## config.mk

```make
export PLATFORM = sky130hd
export DESIGN_NAME = free_list_heap_allocator_flat
export DESIGN_NICKNAME = d
export VERILOG_FILES = /design/src/rtl/core/flha_pkg.sv /design/src/rtl/core/flha_if.sv /design/src/rtl/core/flha_hdr_mem.sv /design/src/rtl/core/free_list_heap_allocator.sv /design/src/flat_wrapper.sv
export SDC_FILE = /design/constraint.sdc
export NUM_CORES = 1
export LEC_CHECK = 0
export BUFFER_PORTS_ARGS = -buffer_cell sky130_fd_sc_hd__clkbuf_2
export CORE_MARGIN = 2
export CORE_UTILIZATION = 45
export CTS_BUF_LIST = sky130_fd_sc_hd__clkbuf_8
export CTS_CLUSTER_DIAMETER = 200
export DETAILED_ROUTE_END_ITERATION = 7
export PLACE_DENSITY = 0.64
export REMOVE_ABC_BUFFERS = 1
export SLEW_MARGIN = 10
export SYNTH_ARGS = -nofsm -noshare
export SYNTH_HDL_FRONTEND = slang
export SYNTH_SLANG_ARGS = --single-unit
```

## constraint.sdc

```tcl
create_clock -name clk -period 8.2 [get_ports clk]
set_input_delay 0.82 -clock clk [delete_from_list [all_inputs] [get_ports clk]]
set_output_delay 0.82 -clock clk [all_outputs]
set_load 0.02 [all_outputs]
```

## src/rtl/core/flha_pkg.sv

```systemverilog
// -----------------------------------------------------------------------------
// flha_pkg: shared types and constants of the free-list heap allocator
// request and response field widths, operation and status codes, and the
// header store enable group
// -----------------------------------------------------------------------------
package flha_pkg;

	localparam int unsigned BYTES_W   = 16;
	localparam int unsigned ADDR_W    = 6;
	// wide enough for any rounded unit count and any block size
	localparam int unsigned CMP_W     = 17;

	typedef enum logic {
		OP_ALLOC = 1'b0,
		OP_FREE  = 1'b1
	} opcode_t;

	typedef enum logic {
		STATUS_OK    = 1'b0,
		STATUS_NOMEM = 1'b1
	} status_t;

	// header store port controls
	typedef struct packed {
		logic rd;
		logic wr_next;
		logic wr_size;
	} hdr_en_t;

endpackage

```

## src/rtl/core/flha_if.sv

```systemverilog
// -----------------------------------------------------------------------------
// flha_if: request and response channels
// valid/ready channels, a transfer happens when valid and ready are both high
// -----------------------------------------------------------------------------
interface flha_req_if;
	logic                           valid;
	logic                           ready;
	flha_pkg::opcode_t              opcode;
	logic [flha_pkg::BYTES_W-1:0]   request_bytes;
	logic [flha_pkg::ADDR_W-1:0]    block_address;

	modport source (output valid, opcode, request_bytes, block_address, input ready);
	modport sink (input valid, opcode, request_bytes, block_address, output ready);
endinterface

interface flha_rsp_if;
	logic                           valid;
	logic                           ready;
	logic [flha_pkg::ADDR_W-1:0]    payload_address;
	flha_pkg::status_t              status;

	modport source (output valid, payload_address, status, input ready);
	modport sink (input valid, payload_address, status, output ready);
endinterface

```

## src/rtl/core/flha_hdr_mem.sv

```systemverilog
// -----------------------------------------------------------------------------
// flha_hdr_mem: block header store
// next link and size per unit, one read and one write address per cycle,
// registered read data
// -----------------------------------------------------------------------------
module flha_hdr_mem #(
	parameter int unsigned DEPTH = 64,
	parameter int unsigned IW    = 6,
	parameter int unsigned SW    = 7
) (
	input  logic              clk,
	input  flha_pkg::hdr_en_t en,
	input  logic [IW-1:0]     rd_addr,
	input  logic [IW-1:0]     wr_addr,
	input  logic [IW-1:0]     wd_next,
	input  logic [SW-1:0]     wd_size,
	output logic [IW-1:0]     rd_next,
	output logic [SW-1:0]     rd_size
);

	logic [IW-1:0] next_mem [DEPTH];
	logic [SW-1:0] size_mem [DEPTH];

	always_ff @(posedge clk) begin
		if (en.wr_next) begin
			next_mem[wr_addr] <= wd_next;
		end
		if (en.wr_size) begin
			size_mem[wr_addr] <= wd_size;
		end
		if (en.rd) begin
			rd_next <= next_mem[rd_addr];
			rd_size <= size_mem[rd_addr];
		end
	end

endmodule

```

## src/rtl/core/free_list_heap_allocator.sv

```systemverilog
// -----------------------------------------------------------------------------
// free_list_heap_allocator: next-fit free-list heap allocator
// address-ordered circular free list with roving pointer, tail carving on
// allocate and neighbor coalescing on free
// -----------------------------------------------------------------------------
// The arena holds ARENA_UNITS header-sized units of UNIT_BYTES bytes. An
// allocate takes ceil(request_bytes / UNIT_BYTES) + 1 units and returns the
// payload unit index (header + 1), or status out-of-memory with index zero;
// the arena becomes one free block on the first allocate. A free links the
// block back in address order and merges it with free neighbors; a free of
// index zero, beyond the arena or before the first allocate is ignored, and
// other bad indices are not checked. One request is handled at a time and
// the request side is ready only while idle. Every step of a list walk reads
// one header from the header store, which has one read and one write port;
// a walk visits at most ARENA_UNITS + 1 free blocks. An allocate that
// carves a tail passes through an extra carve state, and an ignored free,
// a free into an empty list or an allocate on an empty list does no walk.
// A finished response waits in an output register, so the next request may
// be taken while it is still pending.
// There is no clearing pass: headers are written before they are read.
// -----------------------------------------------------------------------------
module free_list_heap_allocator #(
	parameter int unsigned ARENA_UNITS = 64,
	parameter int unsigned UNIT_BYTES  = 8
) (
	input  logic           clk,
	input  logic           arst_n,
	flha_req_if.sink       req,
	flha_rsp_if.source     rsp
);

	// index and size widths
	localparam int unsigned IW     = $clog2(ARENA_UNITS);
	localparam int unsigned SW     = $clog2(2 * ARENA_UNITS);
	localparam int unsigned STEP_W = $clog2(ARENA_UNITS + 1);
	localparam int unsigned CW     = flha_pkg::CMP_W;
	localparam int unsigned AW     = flha_pkg::ADDR_W;

	localparam logic [SW-1:0]     SIZE_MASK = SW'(2 * ARENA_UNITS - 1);
	localparam logic [SW-1:0]     ARENA_SZ  = SW'(ARENA_UNITS) & SIZE_MASK;
	// last walk step, the walk visits at most ARENA_UNITS + 1 blocks
	localparam logic [STEP_W-1:0] WALK_LAST = STEP_W'(ARENA_UNITS);

	// byte count to units: exact reciprocal multiply for a 17-bit dividend
	localparam int unsigned NUM_W     = flha_pkg::BYTES_W + 1;
	localparam int unsigned DIV_L     = $clog2(UNIT_BYTES);
	localparam int unsigned DIV_SHIFT = NUM_W + DIV_L;
	localparam int unsigned DIV_MUL_W = NUM_W + 1;
	localparam int unsigned DIV_MUL   = ((1 << DIV_SHIFT) + UNIT_BYTES - 1) / UNIT_BYTES;
	localparam int unsigned PROD_W    = NUM_W + DIV_MUL_W;

	typedef enum logic [3:0] {
		S_IDLE,
		S_A_DIV,
		S_A_NEED,
		S_A_FIRST,
		S_A_CHK,
		S_A_CARVE,
		S_F_START,
		S_F_WALK,
		S_F_GETP,
		S_F_GETBP,
		S_F_HI,
		S_F_LO,
		S_DONE
	} state_t;

	state_t                    state_q;

	// allocator state
	logic [IW-1:0]             rover_q;
	logic                      started_q;
	logic                      empty_q;

	// per-request working registers
	logic [flha_pkg::BYTES_W-1:0] bytes_q;
	logic [AW-1:0]             addr_q;
	logic [IW-1:0]             bp_q;
	logic [PROD_W-1:0]         prod_q;
	logic [CW-1:0]             need_q;
	logic [IW-1:0]             prev_q;
	logic [IW-1:0]             p_q;
	logic [STEP_W-1:0]         steps_q;
	logic [SW-1:0]             p_size_q;
	logic [IW-1:0]             nx_q;
	logic [SW-1:0]             bp_size_q;
	logic [SW-1:0]             bpn_size_q;
	logic [IW-1:0]             bpn_next_q;

	// finished result and output register
	logic [AW-1:0]             res_addr_q;
	flha_pkg::status_t         res_status_q;
	logic                      rsp_valid_q;
	logic [AW-1:0]             rsp_addr_q;
	flha_pkg::status_t         rsp_status_q;

	// header store port
	flha_pkg::hdr_en_t         hdr_en;
	logic [IW-1:0]             hdr_rd_addr;
	logic [IW-1:0]             hdr_wr_addr;
	logic [IW-1:0]             hdr_wd_next;
	logic [SW-1:0]             hdr_wd_size;
	logic [IW-1:0]             hdr_rd_next;
	logic [SW-1:0]             hdr_rd_size;

	// decisions shared by the port control and the sequencer
	logic [NUM_W-1:0]          div_num;
	logic                      fit;
	logic                      exact;
	logic [SW-1:0]             carve_size;
	logic [IW-1:0]             carve_at;
	logic                      free_ok;
	logic                      walk_brk;
	logic [SW:0]               hi_end;
	logic                      merge_hi;
	logic [SW-1:0]             hi_size;
	logic [SW-1:0]             p_size_eff;
	logic [SW:0]               lo_end;
	logic                      merge_lo;
	logic [SW-1:0]             lo_size;

	// reduce an index sum below 3 * ARENA_UNITS into the arena
	function automatic logic [IW-1:0] wrap_idx(input logic [SW:0] x);
		logic [SW:0] t;
		t = x;
		if (t >= (SW+1)'(2 * ARENA_UNITS)) begin
			t = t - (SW+1)'(2 * ARENA_UNITS);
		end else if (t >= (SW+1)'(ARENA_UNITS)) begin
			t = t - (SW+1)'(ARENA_UNITS);
		end
		return IW'(t);
	endfunction

	// payload index is header + 1, masked to the field width
	function automatic logic [AW-1:0] payload_of(input logic [IW-1:0] h);
		return AW'(32'(h) + 32'd1);
	endfunction

	flha_hdr_mem #(
		.DEPTH (ARENA_UNITS),
		.IW    (IW),
		.SW    (SW)
	) u_hdr_mem (
		.clk     (clk),
		.en      (hdr_en),
		.rd_addr (hdr_rd_addr),
		.wr_addr (hdr_wr_addr),
		.wd_next (hdr_wd_next),
		.wd_size (hdr_wd_size),
		.rd_next (hdr_rd_next),
		.rd_size (hdr_rd_size)
	);

	assign req.ready       = (state_q == S_IDLE);
	assign rsp.valid       = rsp_valid_q;
	assign rsp.payload_address = rsp_addr_q;
	assign rsp.status      = rsp_status_q;

	// shared compare / add unit
	always_comb begin
		div_num    = NUM_W'(bytes_q) + NUM_W'(UNIT_BYTES - 1);
		// allocate: does the block at p hold the request
		fit        = (CW'(hdr_rd_size) >= need_q);
		exact      = (CW'(hdr_rd_size) == need_q);
		carve_size = SW'(CW'(hdr_rd_size) - need_q) & SIZE_MASK;
		carve_at   = wrap_idx((SW+1)'(p_q) + (SW+1)'(carve_size));
		// free: index in range and arena set up
		free_ok    = started_q && (addr_q != '0)
			&& ((32'(addr_q) - 32'd1) < ARENA_UNITS);
		// free: bp falls between p and its successor, or past the wrap point
		walk_brk   = ((bp_q > p_q) && (bp_q < hdr_rd_next))
			|| ((p_q >= hdr_rd_next) && ((bp_q > p_q) || (bp_q < hdr_rd_next)));
		// free: upper neighbor, header of nx on the read port
		hi_end     = (SW+1)'(bp_q) + (SW+1)'(bp_size_q);
		merge_hi   = (hi_end == (SW+1)'(nx_q));
		hi_size    = SW'((SW+1)'(bp_size_q) + (SW+1)'(hdr_rd_size)) & SIZE_MASK;
		// free: lower neighbor, sees the bp header as just rewritten
		p_size_eff = (p_q == bp_q) ? bpn_size_q : p_size_q;
		lo_end     = (SW+1)'(p_q) + (SW+1)'(p_size_eff);
		merge_lo   = (lo_end == (SW+1)'(bp_q));
		lo_size    = SW'((SW+1)'(p_size_eff) + (SW+1)'(bpn_size_q)) & SIZE_MASK;
	end

	// header store port control
	always_comb begin
		hdr_en      = '0;
		hdr_rd_addr = '0;
		hdr_wr_addr = '0;
		hdr_wd_next = '0;
		hdr_wd_size = '0;
		case (state_q)
			S_A_DIV: begin
				// lazy start: whole arena as one self-linked block at unit 0
				if (!started_q) begin
					hdr_en.wr_next = 1'b1;
					hdr_en.wr_size = 1'b1;
					hdr_wd_size    = ARENA_SZ;
				end
			end
			S_A_NEED: begin
				hdr_en.rd   = !empty_q;
				hdr_rd_addr = rover_q;
			end
			S_A_FIRST: begin
				hdr_en.rd   = 1'b1;
				hdr_rd_addr = hdr_rd_next;
			end
			S_A_CHK: begin
				if (fit) begin
					if (!exact) begin
						// carve from the tail: shrink p first
						hdr_en.wr_size = 1'b1;
						hdr_wr_addr    = p_q;
						hdr_wd_size    = carve_size;
					end else if (p_q != prev_q) begin
						// unlink p
						hdr_en.wr_next = 1'b1;
						hdr_wr_addr    = prev_q;
						hdr_wd_next    = hdr_rd_next;
					end
				end else if ((p_q != rover_q) && (steps_q != WALK_LAST)) begin
					hdr_en.rd   = 1'b1;
					hdr_rd_addr = hdr_rd_next;
				end
			end
			S_A_CARVE: begin
				hdr_en.wr_size = 1'b1;
				hdr_wr_addr    = p_q;
				hdr_wd_size    = SW'(need_q) & SIZE_MASK;
			end
			S_F_START: begin
				if (free_ok && empty_q) begin
					hdr_en.wr_next = 1'b1;
					hdr_wr_addr    = bp_q;
					hdr_wd_next    = bp_q;
				end else if (free_ok) begin
					hdr_en.rd   = 1'b1;
					hdr_rd_addr = rover_q;
				end
			end
			S_F_WALK: begin
				// on a break re-read p, else fetch the successor
				hdr_en.rd   = 1'b1;
				hdr_rd_addr = walk_brk ? p_q : hdr_rd_next;
			end
			S_F_GETP: begin
				hdr_en.rd   = 1'b1;
				hdr_rd_addr = bp_q;
			end
			S_F_GETBP: begin
				hdr_en.rd   = 1'b1;
				hdr_rd_addr = nx_q;
			end
			S_F_HI: begin
				hdr_en.wr_next = 1'b1;
				hdr_en.wr_size = merge_hi;
				hdr_wr_addr    = bp_q;
				hdr_wd_next    = merge_hi ? hdr_rd_next : nx_q;
				hdr_wd_size    = hi_size;
			end
			S_F_LO: begin
				hdr_en.wr_next = 1'b1;
				hdr_en.wr_size = merge_lo;
				hdr_wr_addr    = p_q;
				hdr_wd_next    = merge_lo ? bpn_next_q : bp_q;
				hdr_wd_size    = lo_size;
			end
			default: begin
			end
		endcase
	end

	// sequencer
	always_ff @(posedge clk or negedge arst_n) begin
		if (!arst_n) begin
			state_q      <= S_IDLE;
			rover_q      <= '0;
			started_q    <= 1'b0;
			empty_q      <= 1'b0;
			rsp_valid_q  <= 1'b0;
		end else begin
			// response transfer frees the output register, unless S_DONE refills it
			if (rsp_valid_q && rsp.ready && (state_q != S_DONE)) begin
				rsp_valid_q <= 1'b0;
			end
			case (state_q)
				S_IDLE: begin
					if (req.valid) begin
						bytes_q <= req.request_bytes;
						addr_q  <= req.block_address;
						bp_q    <= IW'(32'(req.block_address) - 32'd1);
						state_q <= (req.opcode == flha_pkg::OP_FREE) ? S_F_START : S_A_DIV;
					end
				end
				S_A_DIV: begin
					prod_q <= PROD_W'(div_num) * PROD_W'(DIV_MUL);
					if (!started_q) begin
						rover_q   <= '0;
						started_q <= 1'b1;
						empty_q   <= 1'b0;
					end
					state_q <= S_A_NEED;
				end
				S_A_NEED: begin
					need_q <= CW'(prod_q[PROD_W-1:DIV_SHIFT]) + CW'(1);
					prev_q <= rover_q;
					if (empty_q) begin
						res_addr_q   <= '0;
						res_status_q <= flha_pkg::STATUS_NOMEM;
						state_q      <= S_DONE;
					end else begin
						state_q <= S_A_FIRST;
					end
				end
				S_A_FIRST: begin
					p_q     <= hdr_rd_next;
					steps_q <= '0;
					state_q <= S_A_CHK;
				end
				S_A_CHK: begin
					if (fit) begin
						if (exact) begin
							// last free block taken whole empties the list
							if (p_q == prev_q) begin
								empty_q <= 1'b1;
							end
							rover_q      <= prev_q;
							res_addr_q   <= payload_of(p_q);
							res_status_q <= flha_pkg::STATUS_OK;
							state_q      <= S_DONE;
						end else begin
							p_q     <= carve_at;
							state_q <= S_A_CARVE;
						end
					end else if ((p_q == rover_q) || (steps_q == WALK_LAST)) begin
						// wrapped around, or list too long
						res_addr_q   <= '0;
						res_status_q <= flha_pkg::STATUS_NOMEM;
						state_q      <= S_DONE;
					end else begin
						prev_q  <= p_q;
						p_q     <= hdr_rd_next;
						steps_q <= steps_q + STEP_W'(1);
					end
				end
				S_A_CARVE: begin
					rover_q      <= prev_q;
					res_addr_q   <= payload_of(p_q);
					res_status_q <= flha_pkg::STATUS_OK;
					state_q      <= S_DONE;
				end
				S_F_START: begin
					res_addr_q   <= '0;
					res_status_q <= flha_pkg::STATUS_OK;
					if (!free_ok) begin
						state_q <= S_DONE;
					end else if (empty_q) begin
						// freed block becomes the only entry
						rover_q <= bp_q;
						empty_q <= 1'b0;
						state_q <= S_DONE;
					end else begin
						p_q     <= rover_q;
						steps_q <= '0;
						state_q <= S_F_WALK;
					end
				end
				S_F_WALK: begin
					if (walk_brk) begin
						state_q <= S_F_GETP;
					end else begin
						p_q <= hdr_rd_next;
						if (steps_q == WALK_LAST) begin
							state_q <= S_F_GETP;
						end else begin
							steps_q <= steps_q + STEP_W'(1);
						end
					end
				end
				S_F_GETP: begin
					p_size_q <= hdr_rd_size;
					nx_q     <= hdr_rd_next;
					state_q  <= S_F_GETBP;
				end
				S_F_GETBP: begin
					bp_size_q <= hdr_rd_size;
					state_q   <= S_F_HI;
				end
				S_F_HI: begin
					// keep bp header as written for the lower merge
					bpn_size_q <= merge_hi ? hi_size : bp_size_q;
					bpn_next_q <= merge_hi ? hdr_rd_next : nx_q;
					state_q    <= S_F_LO;
				end
				S_F_LO: begin
					rover_q <= p_q;
					state_q <= S_DONE;
				end
				S_DONE: begin
					if (!rsp_valid_q || rsp.ready) begin
						rsp_valid_q  <= 1'b1;
						rsp_addr_q   <= res_addr_q;
						rsp_status_q <= res_status_q;
						state_q      <= S_IDLE;
					end
				end
				default: begin
					state_q <= S_IDLE;
				end
			endcase
		end
	end

	// an empty list only exists once the arena has been set up
	a_empty_started: assert property (@(posedge clk) disable iff (!arst_n)
		empty_q |-> started_q)
		else $error("free list empty before arena start");

	// rover always names a unit inside the arena
	a_rover_range: assert property (@(posedge clk) disable iff (!arst_n)
		started_q |-> (32'(rover_q) < ARENA_UNITS))
		else $error("rover outside arena");

	// out of memory always reports payload index zero
	a_nomem_zero: assert property (@(posedge clk) disable iff (!arst_n)
		(rsp_valid_q && (rsp_status_q == flha_pkg::STATUS_NOMEM)) |-> (rsp_addr_q == '0))
		else $error("failed allocate with nonzero payload");

	// headers change only while a request is being worked
	a_idle_no_write: assert property (@(posedge clk) disable iff (!arst_n)
		((state_q == S_IDLE) || (state_q == S_DONE)) |-> !(hdr_en.wr_next || hdr_en.wr_size))
		else $error("header write outside a request");

endmodule
```

## src/flat_wrapper.sv

```systemverilog
// flat-port wrapper written by rule: the top's interface ports become plain ports
module free_list_heap_allocator_flat 
#(
	parameter int unsigned ARENA_UNITS = 64,
	parameter int unsigned UNIT_BYTES  = 8
)
  (clk, arst_n, req_valid, req_opcode, req_request_bytes, req_block_address, req_ready, rsp_valid, rsp_payload_address, rsp_status, rsp_ready);
  flha_req_if req_i ();
  flha_rsp_if rsp_i ();
  input  logic clk;
  input  logic arst_n;
  input wire logic [$bits(req_i.valid)-1:0] req_valid;
  input wire logic [$bits(req_i.opcode)-1:0] req_opcode;
  input wire logic [$bits(req_i.request_bytes)-1:0] req_request_bytes;
  input wire logic [$bits(req_i.block_address)-1:0] req_block_address;
  output wire logic [$bits(req_i.ready)-1:0] req_ready;
  output wire logic [$bits(rsp_i.valid)-1:0] rsp_valid;
  output wire logic [$bits(rsp_i.payload_address)-1:0] rsp_payload_address;
  output wire logic [$bits(rsp_i.status)-1:0] rsp_status;
  input wire logic [$bits(rsp_i.ready)-1:0] rsp_ready;
  assign req_i.valid = req_valid;
  assign req_i.opcode = req_opcode;
  assign req_i.request_bytes = req_request_bytes;
  assign req_i.block_address = req_block_address;
  assign req_ready = req_i.ready;
  assign rsp_valid = rsp_i.valid;
  assign rsp_payload_address = rsp_i.payload_address;
  assign rsp_status = rsp_i.status;
  assign rsp_i.ready = rsp_ready;
  free_list_heap_allocator #(.ARENA_UNITS(ARENA_UNITS), .UNIT_BYTES(UNIT_BYTES)) u_core (.clk(clk), .arst_n(arst_n), .req(req_i), .rsp(rsp_i));
endmodule
```

==> reports/results.tsv <==
stage	metric	value	unit
critical_path	R2R Setup Slk	1.61	ns
detailed_routing	Antenna Nets Post-Route	0	
grt	Top Usage Layer GRT	met2	
critical_path	Crit path max-delay family	simple AND/OR/NAND/NOR gates	
die	die width	316	µm
sta	final setup fails	0	
critical_path	Cell Chain, Critical Path	inv_1 > ha_1 > nand4_1 > nor2_2 > mux2_2 > ha_1 > a21o_1 > a21oi_1 > o21ai_0 > or4_1 > a211oi_2 > a211o_1 > nand3b_1 > nor2_1	
critical_path	crit path capture type	flop	
clock_tree	clock buffer count from CTS	161	
min_path	worst hold start	req_request_bytes[15]	
min_path	Hold Path End	u_core.bytes_q[15]	
critical_path	crit path DAT	7.03	ns
critical_path	slowest library cell on the worst path	edfxtp_1	
grt	initial antenna violation count	1	
clock_tree	TritonCTS clock tree	yes	
final_layout	fill count	8278	
detailed_routing	final wirelength	122000	µm
sta	slew margin rel.	18.2	%
placement	placed insts	4364	
placement	GPL Wtd Cong	0.967	
yosys	Seq/Total Area, Yosys	67.3	%
run_status	status	finished, final reports clean	
flow_run	max_cap viols	0	
detailed_routing	DR pass1 iterations	7	
detailed_routing	Via density	6.25	
sta	WHS	0.191	ns
clock_tree	Reg clk slew, reported paths	0.06	ns
min_path	Hold/Removal Path Class	in2reg	
final_layout	Nets	3344	
die	die area	99600	µm²
die	IO Pins	36	
yosys	Cell variety after synth	77	
clock_tree	clock sink total	981	
yosys	Synth async-reset ratio	1.33	%
grt	first-pass GRT wire length	180000	µm
yosys	largest area contributor in the netlist	edfxtp_1	
sta	Max Clock Freq	152	MHz
yosys	Post-synth top cells	edfxtp_1 (968), nand2_1 (279), and3_1 (242)	
clock_tree	H-tree Lvls	4	
detailed_routing	drt drc	0	
critical_path	slowest stage delay, CP	0.77	ns
critical_path	CP Class	reg2reg	
yosys	post-synthesis cell area	43700	µm²
final_layout	Finished Layout Cells	4641	
yosys	synthesized instance count	3246	
critical_path	Worst Path Required	8.64	ns
die	Initial Util	45.3	%
clock_tree	Clock Tree Buf Depth	3	
yosys	top-count cell post-synth	edfxtp_1	
placement	# port buffers	35	
grt	grt ovf	0	
min_path	worst hold path depth	1	
die	Die Span Y	316	µm
clock_tree	worst skew pair latency	0.83	ns
grt	met3 Track Usage GR	4.99	%
clock_tree	CTS resizes	0	
sta	Tcrit/Tclk final	80.4	%
critical_path	peak fanout along the critical path	11	
clock_tree	Root Buffer	clkbuf_8	
critical_path	r2r worst-path depth	14	
final_layout	share of cells above drive strength 1	10.8	%
grt	largest net degree at the start of global routing	242	
critical_path	R2R Path End	u_core.u_hdr_mem.size_mem[39][6]	
yosys	flops & latches, synth	981	
yosys	top cells by area, synth	edfxtp_1 (67%), and3_1 (3.5%), a211oi_1 (2.7%)	
critical_path	worst path buffer plus inverter count	1	
final_layout	area grow syn2layout	9.89	%
yosys	number of synthesized flops with an enable pin	968	
power	Lkg Pwr	16.5	nW
detailed_routing	Via Count	29000	
placement	post-DP HPWL	73900	µm
sta	final slew viol count	0	
power	peak supply drop	0.000543	V
sta	final hold vios	0	
critical_path	Worst path most repeated cell	ha_1	
die	Cell Rows	114	
die	core area	96400	µm²
sta	Slew @ Worst Pin	1.23	ns
yosys	Syn Area/Cell	13.5	µm²
detailed_routing	1st-iter DRT viols	3751	
power	pwr dens	357	nW/µm²
grt	vias in the first global route	27900	
critical_path	RR Startpoint	u_core.p_q[5]	
detailed_routing	DR WL/cell	26.4	µm
sta	RSZ-0062 raised after global routing	false	
sta	Clock Skews	0.0440	ns
critical_path	CP Launch Type	flop	
sta	fin crit period	6.59	ns
grt	met1 Use GR	34.1	%
yosys	Yosys warning count	0	
grt	gr usage total	24.3	%
yosys	top cell type's share of synthesized area	66.6	%
grt	GR met2 Demand/Resource	37.0	%
yosys	Main synth FF type	edfxtp_1	
clock_tree	postcts setup bufs	0	
## worst max-delay path by stage
stage	slack (ns)	from	end	cells after the start
after global routing	1.41	u_core.p_q[2]	u_core.u_hdr_mem.size_mem[39][4]	14
after global placement	1.84	u_core.p_q[3]	u_core.u_hdr_mem.size_mem[39][3]	14
after floorplan	-10.20	u_core.u_hdr_mem.rd_size[4]	u_core.u_hdr_mem.rd_next[0]	11
after detailed placement	1.82	u_core.p_q[5]	u_core.u_hdr_mem.size_mem[39][3]	14
final	1.61	u_core.p_q[5]	u_core.u_hdr_mem.size_mem[39][6]	14
after CTS	1.78	u_core.p_q[5]	u_core.u_hdr_mem.size_mem[39][3]	14
## logic make-up (layout without fill, tap and decap cells)
kind of cell	count (synthesis)	count (layout)	synth area share (%)
multiplexers	76	76	1.81
XOR/XNOR	89	89	1.78
adder cells (fa/ha/maj)	66	66	1.99
other	0	2	0
AO/OA/AOI/OAI	846	846	14.4
flip-flops	981	981	67.3
buffers and inverters	303	420	2.76
AND/OR/NAND/NOR	885	885	9.92
## power by group
group	switching [mW]	total, mW	internal, mW
Sequential	0.352	6.24	5.89
Clock	1.93	3.91	1.98
Combinational	4.94	6.99	2.04
## cell type report
cell class	instances	area, µm²	area share, %
Inverter	50	188	0.391
Tap cell	1276	1600	3.33
Antenna cell	2	5.00	0.0104
Sequential cell	981	29400	61.2
Clock buffer	167	2300	4.79
Timing Repair Buffer	96	711	1.48
Clock inverter	107	561	1.17
Multi-Input combinational cell	1962	13200	27.6
## metal layers
metal  wire [µm]  share of wire (%)
met5           0                  0
met4        4810                3.9
met3       10800                8.8
met2       55200                 45
met1       51500                 42
## what timing repair did
item | in CTS | in global routing
endpoints found under the setup margin | 0 | 0
endpoints found under the hold margin | 13 | 0
hold buffers | 1 | 0
## placed cells by master, fill, tap and decap left out, drive strengths merged, types with 55 or more instances in the layout
cell type / count
clkbuf: 202
a211oi: 158
o2111ai: 99
a21boi: 108
edfxtp: 968
ha: 59
and3: 242
clkinv: 55
nor2: 202
a21oi: 138
buf: 60
nand2: 279
inv: 98
## state kept, by name, summed over array words and instances (netlist names), 4 cells and up
signal and count:
u_core.need_q 15, u_core.bpn_next_q 6, u_core.res_addr_q 6, u_core.state_q 4, u_core.u_hdr_mem.rd_size 7, u_core.addr_q 6
u_core.u_hdr_mem.size_mem 448, u_core.p_q 6, u_core.rover_q 6, u_core.bpn_size_q 7, u_core.prod_q 14, u_core.steps_q 7
u_core.u_hdr_mem.rd_next 6, u_core.rsp.payload_address 6, u_core.p_size_q 7, u_core.bytes_q 16, u_core.u_hdr_mem.next_mem 384, u_core.nx_q 6
u_core.prev_q 6, u_core.bp_size_q 7, u_core.bp_q 6
## metrics by stage
step	utilization, %	power, mW	worst slack, ns	TNS (ns)	instance area, µm²
floorplan	-	10.7	-10.20	-132.24	42700
global placement	46.8	13.1	1.84	0	45100
detailed placement	46.8	13.2	1.82	0	45100
CTS	49.8	17.1	1.78	0	48000
global route	49.8	17.9	1.41	0	48000
finish	49.8	17.1	1.61	0	48000
(Power assumes the default switching activity.)
